File: src/rtl/wopt_pkg.sv
// ----------------------------------------------------------------------------
// wopt_pkg: shared types and constants of the wheel odometry pose tracker
// Holds the motion codes, register indexes, controller states and the
// arctangent table of the shift-and-add sine/cosine unit.
// ----------------------------------------------------------------------------
package wopt_pkg;

    typedef enum logic [1:0] {
        MOTION_IDLE   = 2'd0,
        MOTION_LINEAR = 2'd1,
        MOTION_LEFT   = 2'd2,
        MOTION_RIGHT  = 2'd3
    } motion_t;

    localparam logic REG_DISTANCE = 1'b0;
    localparam logic REG_ANGLE    = 1'b1;

    typedef enum logic [2:0] {
        ST_IDLE,
        ST_MUL,
        ST_ROT,
        ST_PROJ,
        ST_DONE
    } state_t;

    localparam int AtanCount = 24;
    localparam logic signed [34:0] GainQ30 = 35'sd652032874;

    function automatic logic [31:0] atan_lookup(input logic [4:0] idx);
        logic [31:0] v;
        unique case (idx)
            5'd0:  v = 32'd536870912;
            5'd1:  v = 32'd316933406;
            5'd2:  v = 32'd167458907;
            5'd3:  v = 32'd85004756;
            5'd4:  v = 32'd42667331;
            5'd5:  v = 32'd21354465;
            5'd6:  v = 32'd10679838;
            5'd7:  v = 32'd5340245;
            5'd8:  v = 32'd2670163;
            5'd9:  v = 32'd1335087;
            5'd10: v = 32'd667544;
            5'd11: v = 32'd333772;
            5'd12: v = 32'd166886;
            5'd13: v = 32'd83443;
            5'd14: v = 32'd41722;
            5'd15: v = 32'd20861;
            5'd16: v = 32'd10430;
            5'd17: v = 32'd5215;
            5'd18: v = 32'd2608;
            5'd19: v = 32'd1304;
            5'd20: v = 32'd652;
            5'd21: v = 32'd326;
            5'd22: v = 32'd163;
            5'd23: v = 32'd81;
            default: v = 32'd0;
        endcase
        return v;
    endfunction

endpackage

File: src/rtl/wheel_odometry_pose_tracker_core.sv
// ----------------------------------------------------------------------------
// wheel_odometry_pose_tracker_core: dead-reckoning pose tracker
// Integrates wheel encoder deltas into a Q16.16 X/Y position and a binary
// angle heading, one pose transfer out for every item transfer in.
// ----------------------------------------------------------------------------
// One item is worked on at a time. An idle item goes from input transfer
// straight to the final state. A turn item runs a bit-serial multiply of
// the tick sum by angle_per_tick, then the final state. A linear item runs
// the same serial multiply for the distance, then the rotation unit (one
// rotation a cycle), then a bit-serial projection that forms both X and Y
// products at once. The result sits in an output register; a new item is
// taken once it has been transferred. Configuration writes are taken in
// any cycle.
// ----------------------------------------------------------------------------
module wheel_odometry_pose_tracker_core #(
    parameter int ANGLE_BITS = 16,
    parameter int TRIG_STEPS = 16
) (
    input  logic        aclk,
    input  logic        aresetn,
    // tdata: motion[1:0], left_ticks[14:2], right_ticks[27:15],
    //        back_ticks[40:28], front_ticks[53:41], zero fill [55:54]
    input  logic        s_tvalid,
    output logic        s_tready,
    input  logic [55:0] s_tdata,
    // tdata: pos_x[31:0], pos_y[63:32], heading[79:64]
    output logic        m_tvalid,
    input  logic        m_tready,
    output logic [79:0] m_tdata,
    input  logic        cfg_valid,
    output logic        cfg_ready,
    input  logic [0:0]  cfg_index,
    input  logic [15:0] cfg_data
);

    localparam int Steps = (TRIG_STEPS < wopt_pkg::AtanCount) ? TRIG_STEPS
                                                            : wopt_pkg::AtanCount;
    localparam logic [ANGLE_BITS-1:0] HeadReset = ANGLE_BITS'(1) << (ANGLE_BITS - 2);

    // configuration
    logic [15:0] dist_reg, angle_reg;
    assign cfg_ready = 1'b1;
    always_ff @(posedge aclk) begin
        if (!aresetn) begin
            dist_reg  <= '0;
            angle_reg <= '0;
        end else if (cfg_valid) begin
            if (cfg_index == wopt_pkg::REG_DISTANCE) dist_reg <= cfg_data;
            else                                     angle_reg <= cfg_data;
        end
    end

    // pose state
    logic [31:0]           x_reg, y_reg, x_next, y_next;
    logic [ANGLE_BITS-1:0] head_reg, head_next;
    wopt_pkg::state_t      state_reg, state_next;
    wopt_pkg::motion_t     motion_reg, motion_next;
    logic [5:0]            cnt_reg, cnt_next;

    // serial multiply: accumulate multiplicand shifted by multiplier bit
    logic signed [15:0] sum_reg, sum_next;          // tick sum
    logic [15:0]        mplr_reg, mplr_next;        // config operand, shifted out
    logic signed [31:0] prod_reg, prod_next;        // product

    // rotation unit
    logic signed [34:0] cx_reg, cx_next, cy_reg, cy_next;
    logic signed [32:0] z_reg, z_next;

    // projection: distance shifted out bit-serially (two's complement)
    logic [34:0]        dsh_reg, dsh_next;
    logic signed [67:0] px_reg, px_next, py_reg, py_next;

    logic [31:0] res_x_reg, res_y_reg, res_x_next, res_y_next;
    logic [15:0] res_h_reg, res_h_next;
    logic        mval_reg, mval_next;

    logic signed [12:0] l_in, r_in, b_in, f_in;
    assign l_in = s_tdata[14:2];
    assign r_in = s_tdata[27:15];
    assign b_in = s_tdata[40:28];
    assign f_in = s_tdata[53:41];

    assign s_tready = (state_reg == wopt_pkg::ST_IDLE) && !mval_reg;
    assign m_tvalid = mval_reg;
    assign m_tdata  = {res_h_reg, res_y_reg, res_x_reg};

    logic [31:0]        z32;
    logic [1:0]         quad;
    logic signed [34:0] xs, ys;
    logic [31:0]        at;
    logic signed [67:0] addx, addy;
    logic signed [32:0] dist_w;
    logic [ANGLE_BITS-1:0] ang;
    logic [15:0]        hout;

    always_comb begin
        state_next  = state_reg;
        motion_next = motion_reg;
        cnt_next    = cnt_reg;
        sum_next    = sum_reg;
        mplr_next   = mplr_reg;
        prod_next   = prod_reg;
        cx_next     = cx_reg;
        cy_next     = cy_reg;
        z_next      = z_reg;
        dsh_next    = dsh_reg;
        px_next     = px_reg;
        py_next     = py_reg;
        x_next      = x_reg;
        y_next      = y_reg;
        head_next   = head_reg;
        res_x_next  = res_x_reg;
        res_y_next  = res_y_reg;
        res_h_next  = res_h_reg;
        mval_next   = mval_reg && !m_tready;
        z32 = 32'(head_reg) << (32 - ANGLE_BITS);
        quad = z32[31:30];
        xs = cx_reg >>> cnt_reg[4:0];
        ys = cy_reg >>> cnt_reg[4:0];
        at = wopt_pkg::atan_lookup(cnt_reg[4:0]);
        addx = '0;
        addy = '0;
        dist_w = '0;
        // floor of product / 1024, sign carried into wide headings
        ang = ANGLE_BITS'(prod_reg >>> 10);
        if (ANGLE_BITS >= 16) hout = 16'(head_reg >> (ANGLE_BITS - 16));
        else                  hout = 16'(32'(head_reg) << (16 - ANGLE_BITS));

        unique case (state_reg)
            wopt_pkg::ST_IDLE: begin
                if (s_tvalid && s_tready) begin
                    motion_next = wopt_pkg::motion_t'(s_tdata[1:0]);
                    cnt_next    = '0;
                    prod_next   = '0;
                    if (s_tdata[1:0] == wopt_pkg::MOTION_LINEAR) begin
                        sum_next  = 16'(l_in) + 16'(r_in);
                        mplr_next = dist_reg;
                        state_next = wopt_pkg::ST_MUL;
                    end else if (s_tdata[1:0] == wopt_pkg::MOTION_IDLE) begin
                        state_next = wopt_pkg::ST_DONE;
                    end else begin
                        sum_next  = 16'(l_in) + 16'(r_in) + 16'(b_in) + 16'(f_in);
                        mplr_next = angle_reg;
                        state_next = wopt_pkg::ST_MUL;
                    end
                end
            end
            wopt_pkg::ST_MUL: begin
                // add sum << cnt when the current multiplier bit is set
                if (mplr_reg[0])
                    prod_next = prod_reg + (32'(sum_reg) <<< cnt_reg[3:0]);
                mplr_next = mplr_reg >> 1;
                cnt_next  = cnt_reg + 6'd1;
                if (cnt_reg == 6'd15) begin
                    cnt_next = '0;
                    if (motion_reg == wopt_pkg::MOTION_LINEAR) begin
                        if (quad == 2'd1 || quad == 2'd2) begin
                            cx_next = -wopt_pkg::GainQ30;
                            z_next  = 33'(signed'(z32 + 32'h8000_0000));
                        end else begin
                            cx_next = wopt_pkg::GainQ30;
                            z_next  = 33'(signed'(z32));
                        end
                        cy_next = '0;
                        state_next = wopt_pkg::ST_ROT;
                    end else begin
                        state_next = wopt_pkg::ST_DONE;
                    end
                end
            end
            wopt_pkg::ST_ROT: begin
                if (!z_reg[32]) begin
                    cx_next = cx_reg - ys;
                    cy_next = cy_reg + xs;
                    z_next  = z_reg - 33'(at);
                end else begin
                    cx_next = cx_reg + ys;
                    cy_next = cy_reg - xs;
                    z_next  = z_reg + 33'(at);
                end
                cnt_next = cnt_reg + 6'd1;
                if (cnt_reg == 6'(Steps - 1)) begin
                    cnt_next  = '0;
                    dist_w    = 33'(prod_reg);
                    dsh_next  = 35'(dist_w >>> 1);
                    px_next   = '0;
                    py_next   = '0;
                    state_next = wopt_pkg::ST_PROJ;
                end
            end
            wopt_pkg::ST_PROJ: begin
                // distance bit k adds cos,sin << k; the sign bit subtracts
                addx = 68'(cx_reg) <<< cnt_reg;
                addy = 68'(cy_reg) <<< cnt_reg;
                if (dsh_reg[0]) begin
                    if (cnt_reg == 6'd34) begin
                        px_next = px_reg - addx;
                        py_next = py_reg - addy;
                    end else begin
                        px_next = px_reg + addx;
                        py_next = py_reg + addy;
                    end
                end
                dsh_next = dsh_reg >> 1;
                cnt_next = cnt_reg + 6'd1;
                if (cnt_reg == 6'd34) state_next = wopt_pkg::ST_DONE;
            end
            wopt_pkg::ST_DONE: begin
                if (motion_reg == wopt_pkg::MOTION_LINEAR) begin
                    x_next = x_reg + px_reg[61:30];
                    y_next = y_reg + py_reg[61:30];
                    res_x_next = x_next;
                    res_y_next = y_next;
                    res_h_next = hout;
                end else begin
                    if (motion_reg == wopt_pkg::MOTION_LEFT)  head_next = head_reg + ang;
                    if (motion_reg == wopt_pkg::MOTION_RIGHT) head_next = head_reg - ang;
                    res_x_next = x_reg;
                    res_y_next = y_reg;
                    if (ANGLE_BITS >= 16) res_h_next = 16'(head_next >> (ANGLE_BITS - 16));
                    else res_h_next = 16'(32'(head_next) << (16 - ANGLE_BITS));
                end
                mval_next  = 1'b1;
                state_next = wopt_pkg::ST_IDLE;
            end
            default: state_next = wopt_pkg::ST_IDLE;
        endcase
    end

    always_ff @(posedge aclk) begin
        if (!aresetn) begin
            state_reg  <= wopt_pkg::ST_IDLE;
            mval_reg   <= 1'b0;
            x_reg      <= '0;
            y_reg      <= '0;
            head_reg   <= HeadReset;
            motion_reg <= wopt_pkg::MOTION_IDLE;
            cnt_reg    <= '0;
        end else begin
            state_reg  <= state_next;
            mval_reg   <= mval_next;
            x_reg      <= x_next;
            y_reg      <= y_next;
            head_reg   <= head_next;
            motion_reg <= motion_next;
            cnt_reg    <= cnt_next;
        end
    end

    always_ff @(posedge aclk) begin
        sum_reg   <= sum_next;
        mplr_reg  <= mplr_next;
        prod_reg  <= prod_next;
        cx_reg    <= cx_next;
        cy_reg    <= cy_next;
        z_reg     <= z_next;
        dsh_reg   <= dsh_next;
        px_reg    <= px_next;
        py_reg    <= py_next;
        res_x_reg <= res_x_next;
        res_y_reg <= res_y_next;
        res_h_reg <= res_h_next;
    end

    // a result is only raised from the final state
    assert property (@(posedge aclk) disable iff (!aresetn)
        $rose(mval_reg) |-> $past(state_reg) == wopt_pkg::ST_DONE)
        else $error("result raised outside final state");
    // no input transfer while a result waits
    assert property (@(posedge aclk) disable iff (!aresetn)
        mval_reg |-> !s_tready)
        else $error("input ready while result pending");
    // x position and heading hold while a result waits
    assert property (@(posedge aclk) disable iff (!aresetn)
        mval_reg && $past(mval_reg) |-> $stable(x_reg) && $stable(head_reg))
        else $error("pose moved while result pending");

endmodule
File: config.mk
export PLATFORM = sky130hd
export DESIGN_NAME = wheel_odometry_pose_tracker_core
export DESIGN_NICKNAME = d
export VERILOG_FILES = /design/src/rtl/wopt_pkg.sv /design/src/rtl/wheel_odometry_pose_tracker_core.sv
export SDC_FILE = /design/constraint.sdc
export NUM_CORES = 2
export LEC_CHECK = 0
export BUFFER_PORTS_ARGS = -buffer_cell sky130_fd_sc_hd__buf_2
export CAP_MARGIN = 25
export CELL_PAD_IN_SITES_DETAIL_PLACEMENT = 1
export CELL_PAD_IN_SITES_GLOBAL_PLACEMENT = 2
export CORE_MARGIN = 2
export CORE_UTILIZATION = 44
export DETAILED_ROUTE_END_ITERATION = 16
export GPL_TIMING_DRIVEN = 0
export PLACE_DENSITY_LB_ADDON = 0.1
export SLEW_MARGIN = 30
export SYNTH_ARGS = -nofsm -noshare
export SYNTH_HDL_FRONTEND = slang
export SYNTH_SLANG_ARGS = --single-unit
File: constraint.sdc
create_clock -name aclk -period 22.3 [get_ports aclk]
set_clock_uncertainty 0.05 [all_clocks]
set_input_delay 0 -clock aclk [delete_from_list [all_inputs] [get_ports aclk]]
set_output_delay 0 -clock aclk [all_outputs]
set_load 0.1 [all_outputs]
==> reports/results.ini <==
[sta]
slew_headroom = 0.171
fin_ws_ns = 12.22
hold_viol_final = 0
setup_viol = 0
hold_slack_ns = 0.0287
worstMarginPinSlew_ns = 1.24
max_freq_mhz = 99.2
period_share = 0.452
finalMaxSlewViolations = 0
min_period_ns = 10.08
rsz0062_at_grt = false
setup_tns_ns = 0

[synth]
synth_top_area_cell = edfxtp_1
syn_area_per_cell_sq_um = 8.44
synthArstFlopShare = 0
ys_types = 119
synth_top_family_by_area = compound AO/OA/AOI/OAI gates
yosys.area_share.simple = 0.184
synth_compound_area_frac = 0.224
synth_nets = 7467
ys_warn_count = 0
synth_most_common_cell = nand2_1
synthAdderAreaFrac = 0.0909
ys_seq_area_frac = 0.259
synth_cells = 6977
synth_ff_type = edfxtp_1
synth_area_leaders = edfxtp_1, ha_1, mux4_2, a21oi_1, dfxtp_1
synth_xor_area_frac = 0.0715
synth_top_cells_by_count = nand2_1, nor2_1, a21oi_1
synth_edf_count = 406
synth_top_area_frac = 0.207
synth_mux_area_frac = 0.118
synth_area_sq_um = 58900
ys_seq_elements = 560

[floorplan]
fp-row-count = 134
dieHeight_um = 370
core_area_sq_um = 133000
die_w_um = 370
initial_core_util = 0.442
die_area_sq_um = 137000
ios = 161

[placement]
gp_congestion = 1.11
place_area_sq_um = 62500
portBuffers = 156
pre_cts_ws_ns = 12.63
dp.cells = 8934
dp_hpwl_um = 231000

[cts]
clock_path_buffers = 3
cts_htree_levels = 3
cts_resized = 0
clkLatencyLatePin_ns = 0.74
clkSinkCount = 560
cts_setup_buffers = 0
ctsHoldBuffers = 67
clkSlewWorstSetupHoldPaths_ns = 0.06
root_buffer = clkbuf_16
cts_tree = done
numCtsBuffers = 73

[worst_setup_path]
rr_startpoint = cnt_reg[2]
crit_top_cell = buf_2
worstReg2RegEnd = px_reg[61]
cpLargestDelayFamily = buffers and inverters
end_kind = flop
timing_worst_setup_path_type = flop to flop
cp.arrival_ns = 10.46
crit_buf_inv = 9
cp.required_ns = 22.68
path_max_fanout = 11
critPathMaxStageDelay_ns = 0.64
reg2reg_setup_slack_ns = 12.22
r2r_cells = 25
crit_slowest_cell = a2111oi_0
start_kind = flop

[routing]
wl_per_cell_um = 32.8
drtAntennaViolNets = 0
routed_wl_um = 300000
viasPerCell = 6.71
firstDrtPassIters = 6
dr.first_iter.drc_count = 6965
num_vias = 61400
drc = 0

[grt]
grt_antenna_before_repair = 18
grt_max_degree = 33
grt_pass1_vias = 61300
grt.total_usage = 0.425
grt_remaining_overflow = 0
grt_pass1_wl_um = 429000

[power]
power_leakage_nw = 25.7
ir_drop_mv = 0.0645
power_density_nw_per_um2 = 71.0
finalPower_mw = 4.67

[finish]
finalNetCount = 7798
postLayoutCellArea_sq_um = 65700
drive_gt1_frac = 0.112
layout-area-overhead-vs-synth_pct = 11.6
fin_util = 0.494
instances_no_fill = 9143
fillCellCount = 15900

[worst_hold_path]
hold_path_end = sum_reg[12]
hold_class = input pin to flop
min-delay-start = s_tdata[14]
whs_path_depth = 4

[status]
status = finished clean

[job]
maxCapViolCount = 0

worst max path at each step:
stage,from,to,slack [ns],cells after the start
after CTS,cnt_reg[2],cx_reg[32],12.66,24
after global placement,cnt_reg[3],py_reg[0],1.13,8
after floorplan,cnt_reg[3],px_reg[0],8.29,8
after global routing,cnt_reg[2],cx_reg[32],12.13,24
final,cnt_reg[2],px_reg[61],12.22,25
after detailed placement,cnt_reg[0],py_reg[56],12.63,26
final cells by class:
class / instances / area (sq um) / area share
Multi-Input combinational cell: 5731 / 40700 / 0.619
Sequential cell: 560 / 15300 / 0.232
Tap cell: 1768 / 2210 / 0.0337
Buffer: 436 / 2180 / 0.0332
Clock buffer: 102 / 2150 / 0.0327
Timing Repair Buffer: 256 / 1880 / 0.0286
Inverter: 250 / 941 / 0.0143
Clock inverter: 34 / 393 / 0.00598
Antenna cell: 6 / 15.0 / 0.000228
placed cells by master (no fill, tap or decap), drive strengths merged, types with 28 or more instances in the layout:
cell | synthesis | routed
a211oi | 83 | 83
a21boi | 29 | 29
a21o | 184 | 184
a21oi | 621 | 621
a221oi | 32 | 32
a22oi | 43 | 43
a31oi | 81 | 81
and2 | 79 | 79
and3 | 82 | 82
buf | 162 | 345
clkbuf | 274 | 381
dfxtp | 154 | 154
dlygate4sd3 | 0 | 67
edfxtp | 406 | 406
ha | 386 | 386
inv | 246 | 251
mux2 | 78 | 78
mux2i | 212 | 212
mux4 | 175 | 175
nand2 | 740 | 740
nand2b | 89 | 89
nand3 | 126 | 126
nand4 | 40 | 40
nor2 | 678 | 678
nor2b | 72 | 72
nor3 | 182 | 182
nor3b | 32 | 32
nor4 | 30 | 30
o211ai | 56 | 56
o21a | 83 | 83
o21ai | 454 | 454
o21bai | 63 | 63
o22ai | 57 | 57
o31ai | 40 | 40
or2 | 42 | 42
or3 | 28 | 28
xnor2 | 262 | 262
xor2 | 219 | 219
worst min-delay path, cell delays in order:
cell and delay (ns):
buf_2 0.08, ha_1 0.20, xnor2_1 0.14, mux2i_1 0.19
power by group:
part | switching, mW | leakage, nW | internal [mW] | total (mW)
Clock | 0.533 | 1.24 | 0.740 | 1.27
Sequential | 0.0461 | 4.85 | 1.18 | 1.22
Combinational | 1.38 | 19.6 | 0.797 | 2.17
Total | 1.96 | 25.7 | 2.71 | 4.67
metal layers:
| layer | vias to the layer above | track usage | wire length, um |
|---|---|---|---|
| met2 | 3206 | 0.642 | 128000 |
| met1 | 30700 | 0.534 | 120000 |
| met4 | 20 | 0.260 | 21900 |
| li1 | 26500 | - | - |
| met5 | - | 0.00350 | 180 |
| met3 | 1033 | 0.123 | 29900 |
cells by family (layout without fill, tap and decap cells):
group,Yosys count,in the layout
fa+ha+maj,412,412
mux,465,465
xor+xnor,481,481
buf+inv,686,1078
other cells,1,7
flops,560,560
simple gates,2301,2301
compound gates,2071,2071
Power figures use the tool's default switching activity.
